--- src/rtl/core/v3alu_pkg.sv ---
`timescale 1ns / 1ps
package v3alu_pkg;

   localparam int COMP_WIDTH_DEF = 32;
   localparam int FRAC_BITS_DEF  = 16;
   localparam int CW = COMP_WIDTH_DEF;
   localparam int OP_WIDTH = 3;

   typedef enum logic [OP_WIDTH-1:0] {
      OP_ADD   = 3'd0,
      OP_SUB   = 3'd1,
      OP_MAG   = 3'd2,
      OP_DOT   = 3'd3,
      OP_CROSS = 3'd4,
      OP_UNIT  = 3'd5,
      OP_SCALE = 3'd6,
      OP_NONE  = 3'd7
   } op_type;

   typedef struct packed {
      logic [OP_WIDTH-1:0] op;
      logic signed [CW-1:0] ax;
      logic signed [CW-1:0] ay;
      logic signed [CW-1:0] az;
      logic signed [CW-1:0] bx;
      logic signed [CW-1:0] by_comp;
      logic signed [CW-1:0] bz;
      logic signed [CW-1:0] factor;
   } req_type;

   typedef struct packed {
      logic signed [CW-1:0] rx;
      logic signed [CW-1:0] ry;
      logic signed [CW-1:0] rz;
      logic signed [CW-1:0] scalar_out;
      logic saturated;
      logic zero_length;
   } rsp_type;

endpackage

--- src/rtl/core/v3alu_front.sv ---
`timescale 1ns / 1ps
// Front stage: registers one request into a two-entry skid queue.
module v3alu_front (
   input  logic                clock,
   input  logic                reset,
   input  logic                req_valid,
   output logic                req_stall,
   input  v3alu_pkg::req_type  req_data,
   output logic                q_valid,
   input  logic                q_stall,
   output v3alu_pkg::req_type  q_data
);
   import v3alu_pkg::*;

   req_type slot_ff [2];
   req_type slot_in [2];
   logic    rd_ptr_ff, rd_ptr_in, wr_ptr_ff, wr_ptr_in;
   logic [1:0] cnt_ff, cnt_in;
   logic push, pop;

   assign req_stall = (cnt_ff == 2'd2);
   assign q_valid   = (cnt_ff != 2'd0);
   assign q_data    = slot_ff[rd_ptr_ff];
   assign push = req_valid && !req_stall;
   assign pop  = q_valid && !q_stall;

   always_comb begin
      slot_in   = slot_ff;
      wr_ptr_in = wr_ptr_ff;
      rd_ptr_in = rd_ptr_ff;
      cnt_in    = cnt_ff;
      if (push) begin
         slot_in[wr_ptr_ff] = req_data;
         wr_ptr_in = !wr_ptr_ff;
      end
      if (pop) rd_ptr_in = !rd_ptr_ff;
      if (push && !pop) cnt_in = cnt_ff + 2'd1;
      else if (pop && !push) cnt_in = cnt_ff - 2'd1;
   end

   always_ff @(posedge clock) begin
      slot_ff <= slot_in;
      if (reset) begin
         rd_ptr_ff <= 1'b0;
         wr_ptr_ff <= 1'b0;
         cnt_ff    <= 2'd0;
      end else begin
         rd_ptr_ff <= rd_ptr_in;
         wr_ptr_ff <= wr_ptr_in;
         cnt_ff    <= cnt_in;
      end
   end
endmodule

--- config.mk ---
export PLATFORM = sky130hd
export DESIGN_NAME = v3alu_front
export DESIGN_NICKNAME = d
export VERILOG_FILES = /design/src/rtl/core/v3alu_pkg.sv /design/src/rtl/core/v3alu_front.sv
export SDC_FILE = /design/constraint.sdc
export NUM_CORES = 1
export LEC_CHECK = 0
export BUFFER_PORTS_ARGS = -buffer_cell sky130_fd_sc_hd__buf_4
export CAP_MARGIN = 5
export CORE_MARGIN = 1
export CORE_UTILIZATION = 54
export CTS_BUF_LIST = sky130_fd_sc_hd__clkbuf_8
export DETAILED_ROUTE_END_ITERATION = 8
export HOLD_SLACK_MARGIN = 0.12
export MAX_ROUTING_LAYER = met4
export PLACE_DENSITY_LB_ADDON = 0.12
export SYNTH_ARGS = -nofsm -noshare
export SYNTH_HDL_FRONTEND = slang
export SYNTH_SLANG_ARGS = --single-unit
--- constraint.sdc ---
create_clock -name clock -period 7.45 [get_ports clock]
set_clock_uncertainty 0.1 [all_clocks]
set_input_delay 0 -clock clock [delete_from_list [all_inputs] [get_ports clock]]
set_output_delay 0 -clock clock [all_outputs]
set_load 0.1 [all_outputs]
==> summary.txt, run 1 <==
Floorplanning
  • I/O pin cnt: 460
  • Die Y: ~180 um
  • Die Wd: between 150 and 200 um
  • Starting Density: 55.5%
  • Row cnt: between 60 and 70

Synth
  • Ranking of synthesized cells by area: edfxtp_1 (82%), mux2_2 (15%), buf_6 (1.6%), dfxtp_1 (0.48%), xor2_1 (0.16%)
  • Synthesized cell area: between 15000 and 20000 sq um
  • Flops & latches, synth: 458
  • Cell taking the most area after synthesis: edfxtp_1
  • Synthesized Nets: 961
  • Cells after synthesis: approximately 730
  • Netlist cell types: 16
  • Post-synthesis sequential area ratio: 82.3%
  • Synth warn: 0
  • Avg Cell Area, Syn: 22.9 sq um
  • Share of the synthesized area in the top cell type: 81.8%

Place
  • Dpl cell area: between 20000 and 25000 sq um
  • Port bufs: between 400 and 500
  • Routability cong.: roughly 0.77
  • DPL Wire Length: 23.4 mm

Clocking
  • Num CTS Buffers: 73
  • Hold Buf Count CTS: roughly 340
  • # clock sinks: 458
  • Root Driver: clkbuf_8
  • Setup Buffers After CTS: 0
  • Post-cts resize count: 0
  • CTS H-tree depth: 3
  • Clock Path Buffers: 3

Outcome
  • Error: [ERROR RSZ-0060] Max buffer count reached.
  • Halt point of the flow: clock tree synthesis (4_1_cts)
  • Status: stopped before the end
kinds of logic after synthesis:
family | after synthesis | synth area share, %
simple gates | 8 | 0.270
buf+inv | 27 | 1.71
mux | 227 | 15.3
fa+ha+maj | 1 | 0.0751
flops | 458 | 82.3
xor+xnor | 3 | 0.158
compound gates | 5 | 0.165
metrics by stage:
stage	setup WS (ps)	hold WS (ps)	utilization, %	instances
2_1_floorplan	689	-30.9	-	729
3_3_place_gp	4530	84.3	67.9	1560
3_5_place_dp	4520	87.4	67.9	1560
Yosys cell counts, drive strengths merged:
| library cell | number |
|---|---|
| xor2 | 3 |
| ha | 1 |
| nor2 | 3 |
| inv | 2 |
| o21ai | 2 |
| nor2b | 1 |
| a21oi | 2 |
| o21bai | 1 |
| or2 | 1 |
| mux2 | 227 |
| edfxtp | 454 |
| and2 | 1 |
| or3 | 2 |
| dfxtp | 4 |
| buf | 25 |
==> run 2: changes to the inputs <==
--- a/config.mk
+++ b/config.mk
@@ -8,12 +8,9 @@
 export BUFFER_PORTS_ARGS = -buffer_cell sky130_fd_sc_hd__buf_4
 export CAP_MARGIN = 5
 export CORE_MARGIN = 1
-export CORE_UTILIZATION = 54
-export CTS_BUF_LIST = sky130_fd_sc_hd__clkbuf_8
+export CORE_UTILIZATION = 40
 export DETAILED_ROUTE_END_ITERATION = 8
-export HOLD_SLACK_MARGIN = 0.12
-export MAX_ROUTING_LAYER = met4
-export PLACE_DENSITY_LB_ADDON = 0.12
+export PLACE_DENSITY_LB_ADDON = 0.15
 export SYNTH_ARGS = -nofsm -noshare
 export SYNTH_HDL_FRONTEND = slang
 export SYNTH_SLANG_ARGS = --single-unit
==> summary.txt, run 2 <==
Outcome
  • Status: complete, no violations (was stopped before the end)

Worst setup path
  • FF-to-FF path depth: 4
  • Crit-path leading delay family: buffers and inverters
  • Worst setup path class: reg -> reg
  • Crit path largest cell delay: 910 ps
  • Crit. End Element: flop
  • Required time of the critical path: between 7000 and 8000 ps
  • R2r setup slk: 4460 ps
  • Startpoint Class: flop
  • R2R Path End: slot_ff[365]
  • Reg2Reg Launch Point: cnt_ff[0]
  • CP max-delay cell: buf_4
  • WP buf/inv: 2
  • Crit-path cells: nor2b_2, or3_1, inv_8, buf_4
  • CP max FO: 90
  • WP data arrival: between 3000 and 4000 ps

GRT
  • Total track usage: 17.0%
  • First-pass GRT wire length: 54.1 mm
  • Initial antenna violation count: 2
  • Grt ovf: 0
  • Pin count of the biggest net entering global routing: 125
  • Vias in the first global route: slightly below 10000

Flow run
  • Max cap viols: 0

STA
  • # setup viols final: 0
  • Rel. slew slack: around a quarter
  • Worst Tran Pin Value: 1100 ps
  • Pins Over Slew Limit: 0
  • Fmax achieved: 334 MHz
  • Unrepaired setup endpoints after global routing: no
  • TNS Setup: 0 ps
  • Fin crit period: approximately 3000 ps
  • Crit share post-route: 40.2%
  • Final hold vios: 0

Clocking
  • Num CTS Buffers: 48 (was 73)
  • Clock Path Buffers: 3 (unchanged)
  • Clock transition at the registers of the reported paths: 60 ps
  • Root Driver: clkbuf_16 (was clkbuf_8)
  • # clock sinks: 458 (unchanged)
  • CTS H-tree depth: 2 (was 3)
  • Clk Latency, worst-skew pair: 550 ps
  • CTS tree: yes
  • Setup Buffers After CTS: 0 (unchanged)

Synth
  • Cell taking the most area after synthesis: edfxtp_1 (unchanged)
  • Synthesized cell area: 16700 sq um (unchanged)
  • Avg Cell Area, Syn: 22.9 sq um (unchanged)
  • Netlist cell types: 16 (unchanged)
  • Commonest cells post-synth: edfxtp_1 (454), mux2_2 (227), buf_6 (24) (unchanged)
  • Main synth FF type: edfxtp_1 (unchanged)
  • Share of the synthesized area in the top cell type: 81.8% (unchanged)
  • Dominant cell by count in the synthesized netlist: edfxtp_1 (unchanged)
  • Cells after synthesis: 729 (unchanged)
  • Post-synthesis sequential area ratio: 82.3% (unchanged)
  • Synth warn: 0 (unchanged)
  • Ranking of synthesized cells by area: edfxtp_1 (82%), mux2_2 (15%), buf_6 (1.6%), dfxtp_1 (0.48%), xor2_1 (0.16%) (unchanged)
  • Flops & latches, synth: 458 (unchanged)
  • Post-synth EDFFs: 454 (unchanged)
  • Asr flop ratio synth: 0% (unchanged)
  • Synthesized Nets: 961 (unchanged)

Layout
  • Commonest non-fill, non-tap cell in the layout: buf_4
  • Number of flip-flops in the largest register: between 400 and 500
  • P&R area growth vs syn: 46.1%
  • Share of layout cells above drive strength 1: between 50 and 60%
  • Finished Cell Area: around 24000 sq um
  • Largest registers: slot_ff x454, cnt_ff x2
  • Utilization after layout: between 50% and 60%
  • Nets@finish: between 1500 and 2000
  • Most frequent cells in the layout: buf_4 (463), edfxtp_1 (454), dlygate4sd3_1 (231)
  • Most flop-heavy register: slot_ff

Floorplanning
  • Die Y: 206 um (was 178 um)
  • Row cnt: 74 (was 63)
  • Die area: 42500 sq um
  • Placeable Area: between 40000 and 50000 sq um
  • Starting Density: 40.7% (was 55.5%)
  • Die Wd: 206 um (was 178 um)
  • I/O pin cnt: 460 (unchanged)

Routing
  • Avg Vias per Cell: 4.64
  • DRT Wirelength: roughly 38 mm
  • First-pass iteration count of the detailed router: 4
  • DR vias: ~9400
  • # DRC: 0
  • Routed Antenna Nets: 0
  • Initial DRC count: roughly 400
  • Routed length per instance: between 15 and 20 um

Power
  • LEAKAGE: approximately 9 nW
  • Pwr per Cell Area: between 400 and 500 nW/um^2
  • Maximum vdd ir drop: 0.370 mV

Min path
  • Hold EP: slot_ff[263]
  • Hold path start: req_data[36]
  • Hold Path Stages: 2
  • Worst Hold Class: in -> reg

Place
  • Routability cong.: 0.729 (was 0.772)
  • DPL Wire Length: 23.7 mm (was 23.4 mm)
  • Dpl cell area: 20600 sq um (was 20400 sq um)
  • Port bufs: 459 (unchanged)
run 2: cell counts after synthesis:
No cell type changed its count.
run 2: layer usage:
metal,vias up,part of all wire [%],global-route usage (%)
met5,-,0,0
met4,0,2.5,6.70
met3,59,9.3,6.29
li1,4352,-,-
met2,325,48,27.6
met1,4631,40,20.4
run 2: what timing repair did:
item / CTS / global route
resized for setup: 0 / 0
endpoints found under the hold margin: 458 / 0
hold buffers: 231 / 0
endpoints found under the setup margin: 0 / 0
run 2: cell type report:
class                           instances  area, sq um
Fill cell                            3105        16600
Sequential cell                       458        13700
Timing Repair Buffer                  696         5830
Multi-Input combinational cell        244         2670
Clock buffer                           62         1270
Tap cell                              532          666
Clock inverter                         22          180
Inverter                                2         15.0
Antenna cell                            2         5.00
run 2: kinds of logic (layout without fill, tap and decap cells):
family | Yosys count | in the layout | share of synthesized area, %
adder cells (fa/ha/maj) | 1 | 1 | 0.0751
multiplexers | 227 | 227 | 15.3
XOR/XNOR | 3 | 3 | 0.158
buffers and inverters | 27 | 782 | 1.71
other | 0 | 2 | 0
flip-flops | 458 | 458 | 82.3
AO/OA/AOI/OAI | 5 | 5 | 0.165
AND/OR/NAND/NOR | 8 | 8 | 0.270
run 2: power breakdown:
group	leakage (nW)	switching [W]	internal [W]
Combinational	4.10	0.00378	0.00110
Clock	0.712	0.000930	0.00130
Sequential	4.27	0.0000962	0.00324
run 2: worst max-delay path by stage:
stage | from | end | cells past startpoint
6_report | cnt_ff[0] | slot_ff[365] | 4
5_1_grt | cnt_ff[1] | slot_ff[365] | 4
4_1_cts | rd_ptr_ff | q_data[70] | 3
3_5_place_dp | cnt_ff[0] | slot_ff[265] | 4
3_3_place_gp | cnt_ff[1] | slot_ff[265] | 4
2_1_floorplan | cnt_ff[1] | slot_ff[0] | 3
run 2: metrics by stage:
step / hold WS, ps / worst slack, ps / cells / power [W]
floorplan: -30.9 / 689 / 729 / 0.00733
global placement: 84.7 / 4430 / 1701 / 0.00818
detailed placement: 87.5 / 4450 / 1701 / 0.00819
CTS: 13.9 / 4420 / 2016 / 0.0106
global route: 39.5 / 4320 / 2018 / 0.0108
finish: 50.2 / 4460 / 2018 / 0.0105
No activity file was read; power rests on OpenSTA's default activity.
==> run 3: changes to the inputs <==
==> constraint.sdc (replaced) <==
create_clock -name clock -period 2.7 [get_ports clock]
set_clock_uncertainty 0.1 [all_clocks]
set_input_delay 0 -clock clock [delete_from_list [all_inputs] [get_ports clock]]
set_output_delay 0 -clock clock [all_outputs]
set_load 0.1 [all_outputs]
==> summary.txt, run 3 (same netlist as run 2, synthesis figures left out) <==
Worst setup path
  • WP data arrival: 2220 ps (was 3070 ps)
  • Crit. End Element: output pin (was flop)
  • Worst setup path class: reg -> out (was reg -> reg)
  • Required time of the critical path: 2600 ps (was 7530 ps)
  • Startpoint Class: flop (unchanged)
  • CP max FO: 35 (was 90)

Place
  • DPL Wire Length: 25.5 mm (was 23.7 mm)
  • Port bufs: 459 (unchanged)
  • Routability cong.: 0.763 (was 0.729)

Layout
  • Commonest non-fill, non-tap cell in the layout: buf_4 (unchanged)
  • Largest registers: slot_ff x454, cnt_ff x2 (unchanged)
  • P&R area growth vs syn: 49.0% (was 46.1%)
  • Fillcell total: 3027 (was 3105)
  • Nets@finish: 1705 (was 1682)
  • Share of layout cells above drive strength 1: 52.4% (was 51.1%)
  • Utilization after layout: 60.7% (was 59.5%)
  • Most frequent cells in the layout: buf_4 (475), edfxtp_1 (454), dlygate4sd3_1 (231) (was buf_4 (463), edfxtp_1 (454), dlygate4sd3_1 (231))
  • Number of flip-flops in the largest register: 454 (unchanged)
  • Most flop-heavy register: slot_ff (unchanged)

Power
  • LEAKAGE: 9.32 nW (was 9.09 nW)
  • Maximum vdd ir drop: 1.38 mV (was 0.370 mV)
  • Pwr per Cell Area: 1200 nW/um^2 (was 429 nW/um^2)

Floorplanning
  • Row cnt: 74 (unchanged)
  • Die Wd: 206 um (unchanged)
  • Starting Density: 40.7% (unchanged)
  • Die area: 42500 sq um (unchanged)
  • Placeable Area: 40900 sq um (unchanged)
  • I/O pin cnt: 460 (unchanged)
  • Die Y: 206 um (unchanged)

Clocking
  • Root Driver: clkbuf_16 (unchanged)
  • CTS tree: yes (unchanged)
  • Num CTS Buffers: 48 (unchanged)
  • Clk Latency, worst-skew pair: 560 ps (was 550 ps)
  • # clock sinks: 458 (unchanged)
  • Clock transition at the registers of the reported paths: 60 ps (about the same)
  • Hold Buf Count CTS: 231 (unchanged)
  • Clock Path Buffers: 3 (unchanged)
  • CTS H-tree depth: 2 (unchanged)
  • Post-cts resize count: 0 (unchanged)
  • Setup Buffers After CTS: 0 (unchanged)

STA
  • Fin crit period: between 2000 and 2500 ps
  • Rel. slew slack: 56.0% (was 26.7%)
  • Final hold slack: 58.8 ps (was 50.2 ps)
  • Crit share post-route: between 80 and 90%
  • Worst Tran Pin Value: 658 ps (was 1100 ps)
  • TNS Setup: 0 ps (unchanged)
  • Unrepaired setup endpoints after global routing: no (unchanged)
  • Final hold vios: 0 (unchanged)
  • Pins Over Slew Limit: 0 (unchanged)
  • # setup viols final: 0 (unchanged)
  • Fmax achieved: around 430 MHz

GRT
  • First-pass GRT wire length: 55.9 mm (was 54.1 mm)
  • Vias in the first global route: 9906 (was 9828)
  • Initial antenna violation count: 2 (unchanged)
  • Total track usage: 17.6% (was 17.0%)
  • Grt ovf: 0 (unchanged)
  • Pin count of the biggest net entering global routing: 69 (was 125)

Routing
  • DR vias: 9511 (was 9367)
  • Routed Antenna Nets: 0 (unchanged)
  • Initial DRC count: 326 (was 396)
  • First-pass iteration count of the detailed router: 4 (unchanged)
  • DRT Wirelength: 38.6 mm (was 37.9 mm)
  • Avg Vias per Cell: 4.66 (was 4.64)
  • Routed length per instance: 18.9 um (was 18.8 um)
  • # DRC: 0 (unchanged)

Outcome
  • Status: complete, no violations (unchanged)

Flow run
  • Max cap viols: 0 (unchanged)

Min path
  • Worst Hold Class: in -> reg (unchanged)
-- run 3: final cells by class --
cell class / count / area, sq um / share of cell area (%)
diodes: 2 / 5.00 / 0.0202
clock buffers: 55 / 1250 / 5.03
clock inverters: 29 / 357 / 1.44
inverters: 2 / 11.3 / 0.0454
multi-input cells: 244 / 2680 / 10.8
flip-flops and latches: 458 / 13700 / 55.3
well taps: 532 / 666 / 2.68
repair buffers: 719 / 6140 / 24.7
-- run 3: where the power goes --
part	switching [W]	internal, W	leakage, nW
Clock	0.00257	0.00414	0.791
Sequential	0.000226	0.00892	4.27
Combinational	0.0105	0.00329	4.26
Total	0.0133	0.0164	9.32
-- run 3: path summary, 6_finish.rpt --
check	end	slack (ps)	depth (start not counted)	from
min	slot_ff[254]	60	2	req_data[27]
max	q_data[209]	380	4	rd_ptr_ff
min reg2reg	cnt_ff[1]	410	2	cnt_ff[1]
max reg2reg	slot_ff[385]	610	4	cnt_ff[1]
-- run 3: routing by layer --
layer	wire length [um]	track usage [%]	up-vias
met3	3620	6.59	55
li1	-	-	4405
met5	0	0	-
met2	19100	29.7	345
met4	701	5.04	0
met1	15200	21.1	4706
-- run 3: worst max-delay path, cell delays in order (launching register included) --
cell,delay [ps]
dfxtp_4,520
buf_12,230
buf_12,230
mux2_2,370
buf_4,230
-- run 3: stage by stage --
stage	instances	area [sq um]	total power, W	worst slack [ps]
2_1_floorplan	729	16700	0.0201	-2320
3_3_place_gp	1724	20900	0.0229	565
3_5_place_dp	1724	20900	0.0229	571
4_1_cts	2039	24800	0.0300	314
5_1_grt	2041	24800	0.0306	264
6_report	2041	24800	0.0297	376
